**src/rtl/core/lca_pkg.sv**
```systemverilog
package lca_pkg;

   localparam int NODE_W      = 10;
   localparam int ENTRY_W     = NODE_W + 1;
   localparam int ROOT_BIT    = NODE_W;
   localparam int STORE_DEPTH = 1 << NODE_W;
   localparam int MAX_NODES   = 1024;
   localparam int DEPTH_W     = $clog2(MAX_NODES + 1);

   localparam logic [ENTRY_W-1:0] ROOT_MARK = {1'b1, {NODE_W{1'b0}}};

   localparam logic CMD_WRITE = 1'b0;
   localparam logic CMD_QUERY = 1'b1;

   typedef struct packed {
      logic              cmd;
      logic [NODE_W-1:0] node_a;
      logic [NODE_W-1:0] node_b;
      logic              is_root;
   } req_type;

   typedef struct packed {
      logic [NODE_W-1:0] ancestor;
      logic              fault;
   } rsp_type;

   // controller -> datapath
   typedef struct packed {
      logic wr_en;
      logic load;
      logic restore;
      logic step_a;
      logic step_b;
      logic count_down;
      logic out_load;
      logic out_fault;
   } dp_cmd_type;

   // datapath -> controller
   typedef struct packed {
      logic root_a;
      logic root_b;
      logic over_a;
      logic over_b;
      logic a_deeper;
      logic b_deeper;
      logic same;
      logic depth_zero;
   } dp_status_type;

endpackage

```
**src/rtl/core/lca_ctrl.sv**
```systemverilog
module lca_ctrl (
   input  logic                   clock,
   input  logic                   reset,
   input  logic                   req_valid,
   input  logic                   req_query,
   output logic                   req_ready,
   output logic                   rsp_valid,
   input  logic                   rsp_ready,
   input  lca_pkg::dp_status_type status,
   output lca_pkg::dp_cmd_type    ctl
);
   import lca_pkg::*;

   typedef enum logic [7:0] {
      ST_IDLE   = 8'b0000_0001,
      ST_DWAIT  = 8'b0000_0010,
      ST_DEVAL  = 8'b0000_0100,
      ST_EWAIT  = 8'b0000_1000,
      ST_EEVAL  = 8'b0001_0000,
      ST_MWAIT  = 8'b0010_0000,
      ST_MEVAL  = 8'b0100_0000,
      ST_FINISH = 8'b1000_0000
   } state_type;

   state_type state_ff, state_in;
   logic      done_a_ff, done_a_in, done_b_ff, done_b_in;
   logic      fault_ff, fault_in;
   logic      rsp_valid_ff, rsp_valid_in;
   logic      fin_a, fin_b, bad_a, bad_b;

   assign fin_a = done_a_ff | status.root_a;
   assign fin_b = done_b_ff | status.root_b;
   assign bad_a = !fin_a && status.over_a;
   assign bad_b = !fin_b && status.over_b;

   assign req_ready = (state_ff == ST_IDLE);
   assign rsp_valid = rsp_valid_ff;

   always_comb begin
      state_in     = state_ff;
      done_a_in    = done_a_ff;
      done_b_in    = done_b_ff;
      fault_in     = fault_ff;
      rsp_valid_in = rsp_valid_ff && !rsp_ready;
      ctl          = '0;
      case (state_ff)
         ST_IDLE: begin
            if (req_valid) begin
               if (req_query == CMD_QUERY) begin
                  ctl.load  = 1'b1;
                  done_a_in = 1'b0;
                  done_b_in = 1'b0;
                  fault_in  = 1'b0;
                  state_in  = ST_DWAIT;
               end else begin
                  ctl.wr_en = 1'b1;
               end
            end
         end
         ST_DWAIT: state_in = ST_DEVAL;
         ST_DEVAL: begin
            // climb both nodes to their roots to count depths
            if (bad_a || bad_b) begin
               fault_in = 1'b1;
               state_in = ST_FINISH;
            end else if (fin_a && fin_b) begin
               ctl.restore = 1'b1;
               state_in    = ST_EWAIT;
            end else begin
               ctl.step_a = !fin_a;
               ctl.step_b = !fin_b;
               done_a_in  = fin_a;
               done_b_in  = fin_b;
               state_in   = ST_DWAIT;
            end
         end
         ST_EWAIT: state_in = ST_EEVAL;
         ST_EEVAL: begin
            ctl.count_down = 1'b1;
            if (status.a_deeper) begin
               ctl.step_a = 1'b1;
               state_in   = ST_EWAIT;
            end else if (status.b_deeper) begin
               ctl.step_b = 1'b1;
               state_in   = ST_EWAIT;
            end else begin
               // read data still matches the pointers
               state_in = ST_MEVAL;
            end
         end
         ST_MWAIT: state_in = ST_MEVAL;
         ST_MEVAL: begin
            ctl.count_down = 1'b1;
            if (status.same) begin
               fault_in = 1'b0;
               state_in = ST_FINISH;
            end else if (status.depth_zero) begin
               // reached different roots
               fault_in = 1'b1;
               state_in = ST_FINISH;
            end else begin
               ctl.step_a = 1'b1;
               ctl.step_b = 1'b1;
               state_in   = ST_MWAIT;
            end
         end
         ST_FINISH: begin
            // hold until the output register is free
            if (!rsp_valid_ff || rsp_ready) begin
               ctl.out_load  = 1'b1;
               ctl.out_fault = fault_ff;
               rsp_valid_in  = 1'b1;
               state_in      = ST_IDLE;
            end
         end
         default: state_in = ST_IDLE;
      endcase
   end

   always_ff @(posedge clock) begin
      if (reset) begin
         state_ff     <= ST_IDLE;
         done_a_ff    <= 1'b0;
         done_b_ff    <= 1'b0;
         fault_ff     <= 1'b0;
         rsp_valid_ff <= 1'b0;
      end else begin
         state_ff     <= state_in;
         done_a_ff    <= done_a_in;
         done_b_ff    <= done_b_in;
         fault_ff     <= fault_in;
         rsp_valid_ff <= rsp_valid_in;
      end
   end

endmodule

```
**config.mk**
```make
export PLATFORM = sky130hd
export DESIGN_NAME = lca_ctrl
export DESIGN_NICKNAME = d
export VERILOG_FILES = /design/src/rtl/core/lca_pkg.sv /design/src/rtl/core/lca_ctrl.sv
export SDC_FILE = /design/constraint.sdc
export NUM_CORES = 1
export LEC_CHECK = 0
export BUFFER_PORTS_ARGS = -buffer_cell sky130_fd_sc_hd__buf_4
export CORE_MARGIN = 2
export CORE_UTILIZATION = 55
export DETAILED_ROUTE_END_ITERATION = 16
export PLACE_DENSITY = 0.93
export REMOVE_ABC_BUFFERS = 1
export SLEW_MARGIN = 10
export SYNTH_ARGS = -nofsm -noshare
export SYNTH_HDL_FRONTEND = slang
export SYNTH_SLANG_ARGS = --single-unit
```
**constraint.sdc**
```tcl
create_clock -name clock -period 6.4 [get_ports clock]
set_clock_uncertainty 0.2 [all_clocks]
set_input_delay 0.32 -clock clock [delete_from_list [all_inputs] [get_ports clock]]
set_output_delay 0.32 -clock clock [all_outputs]
set_load 0.02 [all_outputs]
```
# Word level (Yosys, flattened, before mapping)
# Index checks and enable logic that the tools add are counted.
[classes]
n_reduce_logical = 16
n_eq_ne = 15
bitwise_logic = 2
n_mux = 41
[op_table]
columns = ["operator", "count"]
rows = [
  ["$pmux W8 S8", 1],
  ["$mux W8", 7],
  ["$mux W1", 19],
  ["$mux W2", 7],
  ["$ne A2 B2 Y1 const B", 6],
  ["$reduce_and A5 Y1", 2],
  ["$eq A8 B1 Y1 const B", 1],
  ["$eq A8 B2 Y1 const B", 1],
  ["$eq A8 B3 Y1 const B", 1],
  ["$eq A8 B4 Y1 const B", 1],
  ["$eq A8 B5 Y1 const B", 1],
  ["$eq A8 B6 Y1 const B", 1],
  ["$eq A8 B7 Y1 const B", 1],
  ["$eq A8 B8 Y1 const B", 1],
  ["$mux W7", 1],
  ["$pmux W2 S3", 1],
  ["$logic_and A1 B1 Y1", 4],
  ["$logic_not A1 Y1", 4],
  ["$mux W4", 1],
  ["$pmux W1 S2", 2],
  ["$mux W3", 1],
  ["$ne A3 B3 Y1 const B", 1],
  ["$pmux W1 S3", 1],
  ["$reduce_and A3 Y1", 1],
  ["5 further kinds", 7],
]
[word_totals]
input_bits = 13
ff_bits = 12
wordCells = 79
out_inout_bits = 10

# Depth between registers and ports, before layout
[depth]
ltp_word = 6
depth_mapped = 5
ltp_nobuf = 4

# Worst setup path before layout
# Ideal clock, no wire load.
[synth_path]
kind = "reg-to-output"
start = "register state_ff[6]"
end = "output ctl[0] in the netlist's numbering"
path_stages_with_launch = 5
t_required_ps = 5880
t_arrival_ps = 1673
n_path_buf = 1
setup_slack_ps = 4207
path_cell_list = "dfxtp_1 clkbuf_1 nor4_1 nand4b_1 nor3_1"
[synth_lines]
columns = ["item", "line_no", "source"]
rows = [
  ["start, declared", "lca_ctrl.sv:25", "state_type state_ff, state_in;"],
  ["start signal, assigned", "lca_ctrl.sv:128", "state_ff <= state_in;"],
  ["end, declared", "lca_ctrl.sv:10", "output lca_pkg::dp_cmd_type ctl"],
]

==> results.yml <==
status:
  outcome: "finished clean"
cts:
  cts-root-buf: "clkbuf_4"
  clock-sinks: 12
  clkTransAtPathRegs_ns: 0.07
  h-tree-depth: 1
  numCtsBuffers: 3
  worstSkewPairLatency_ns: 0.27
  clock_path_buffers: 2
  post_cts_buffers: 0
  cts-resized-gates: 0
  cts_hold_buf: 0
  cts_tree: "yes"
floorplanning:
  core_area_um2: 1524
  die_w_um: 44.47
  dieArea_um2: 1978
  io_pins: 23
  std_cell_rows: 14
  start_util: 0.5911
  die_y_um: 44.47
critical_path:
  cp_num_buf_inv: 1
  cp.arrival_ns: 2.15
  rr_worst_depth: 4
  crit_fanout: 10
  crit_path_end_kind: "primary output"
  start_kind: "flip-flop"
  reg2reg_slack_ns: 4.28
  worst_path_max_delay_cell: "nor3_1"
  crit_path_max_incr_delay_ns: 0.61
  worstSetupPathType: "reg -> out"
  r2r_end: "done_b_ff$_SDFFE_PP0P_"
  crit_start: "state_ff[4]$_SDFFE_PP0P_"
  crit_required_ns: 5.88
  r2r_start: "state_ff[4]$_SDFFE_PP0P_"
  crit_chain: "nor3_1 > nand4_1 > nor2_1 > a221o_1 > buf_4"
  crit_family: "simple AND/OR/NAND/NOR gates"
timing:
  worst_pin_slew_ns: 0.7240
  period_needed_ns: 2.666
  fin_crit_sh: 0.4166
  setup_tns_ns: 0
  rsz0062_at_grt: "no"
  max_clock_freq_mhz: 375.1
  maxSlewViolCount: 0
  slew_headroom: 0.5129
  setup_violations: 0
  hold_ws_ns: 0.1106
  hold_viol_final: 0
pwr:
  leakage_uw: 0.0004395
  vdd_drop_max_mv: 0.1769
  powerDensity_nw_per_um2: 223.1
grt:
  grt_pass1_wl_mm: 3.594
  grt_overflow: 0
  gr-usage-all-layers: 0.2473
  grt_max_degree: 14
  antenna_found_initial: 0
  grt_pass1_vias: 818
drt:
  drc_errors: 0
  drt_wl_total_mm: 2.207
  viasPerCell: 6.412
  vias: 949
  wl_per_cell_um: 14.91
  drt-initial-drc-count: 52
  ant_nets: 0
  drt-pass1-iter-count: 4
logic_synthesis:
  yosys_register_bits: 12
  async_flop_share: 0
  synth-simple-area-share: 0.4069
  synth_fa_ha_area_frac: 0
  syn_area_um2: 900.9
  ys_dominant_reg_cell: "dfxtp_1"
  avgSynthCellArea_um2: 7.834
  synth_cells: 115
  synth_compound_area_frac: 0.2417
  synthXorXnorAreaFrac: 0.01944
  muxShareOfSynthArea: 0
  synth_top_family_by_area: "simple AND/OR/NAND/NOR gates"
  synth_cell_types: 44
  yosysWarnings: 0
  synth_edf_count: 0
  ys_seq_area_frac: 0.2667
min_path:
  min_path_type: "in -> reg"
  hold_depth: 2
  hold_end: "done_a_ff$_SDFFE_PP0P_"
  min_from: "reset"
place:
  hpwl_mm: 1.677
  gp_congestion: 0.9702
  portBuffers: 22
final_layout:
  area_delta_synth_final_pct: 18.61
  drive_gt1_frac: 0.2424
  final_cell_mix: "22 x buf_4, 14 x nor2_1, 12 x dfxtp_1"
  final_net_count: 147
  n_antenna_cell: 0
  mostFrequentLayoutCell: "buf_4"
run:
  max_cap_violations: 0
per-layer routing:
layer  share of wire  vias up  track usage  routed length (um)
li1                -      467            -                   -
met1            0.42      421       0.3102                 924
met2            0.47       52       0.4000                1045
met3           0.080        9      0.04898                 176
met4           0.027        0       0.1212                  60
met5               0        -            0                   0
cell families after synthesis:
kind of cell / Yosys count
and+or+nand+nor: 61
DFF: 12
buffers and inverters: 13
AOI/OAI and AO/OA: 27
xor gates and xnor gates: 2
power breakdown:
part	switching (uW)	internal, uW	leakage, uW	total, uW
logic	50.4	46.6	0.000328	97.0
registers	12.9	81.7	0.0000974	94.5
clock network	25.1	21.8	0.0000138	46.9
total	88.3	150	0.000439	238
per-stage QoR:
| stage | setup WS, ns | cells | utilization | total power, uW | instance area (um^2) |
|---|---|---|---|---|---|
| 2_1_floorplan | 4.301 | 107 | - | 161.8 | 860.8 |
| 3_3_place_gp | 4.195 | 145 | 0.6864 | 187.9 | 1046 |
| 3_5_place_dp | 4.077 | 145 | 0.6864 | 191.5 | 1046 |
| 4_1_cts | 3.768 | 148 | 0.7011 | 237.1 | 1069 |
| 5_1_grt | 3.545 | 148 | 0.7011 | 252.1 | 1069 |
| 6_report | 3.734 | 148 | 0.7011 | 238.4 | 1069 |
cell usage after synthesis (all sizes together), types with 2 or more instances:
master,number,share of area
nor2,14,0.058
dfxtp,12,0.27
a21oi,6,0.033
nand2b,6,0.042
clkbuf,5,0.021
inv,5,0.021
nor2b,5,0.035
nor3,5,0.028
nor3b,5,0.042
nand2,4,0.017
nor4,4,0.028
buf,3,0.024
o21ai,3,0.017
or3,3,0.026
or4,3,0.029
a2111oi,2,0.033
a221o,2,0.022
nor4b,2,0.019
o211ai,2,0.017
o22a,2,0.019
or3b,2,0.019
layout make-up:
type | instances | area [um^2]
timing repair buffer | 22 | 165.2
clock buffer | 3 | 22.52
tap | 16 | 20.02
multi-input combinational | 90 | 601.8
fill | 131 | 455.4
sequential | 12 | 240.2
inverter | 5 | 18.77
worst max-delay path by stage:
stage,to,slack [ns],depth (start not counted)
floorplan,ctl[3],4.30,3
global placement,ctl[4],4.19,5
detailed placement,ctl[3],4.08,4
CTS,ctl[3],3.77,4
global route,ctl[3],3.54,5
finish,ctl[3],3.73,5
flip-flops by register name, summed over array words and instances (netlist names):
name	cells
rsp_valid	1
fault_ff	1
done_a_ff	1
state_ff	8
done_b_ff	1
(Power assumes the default switching activity.)
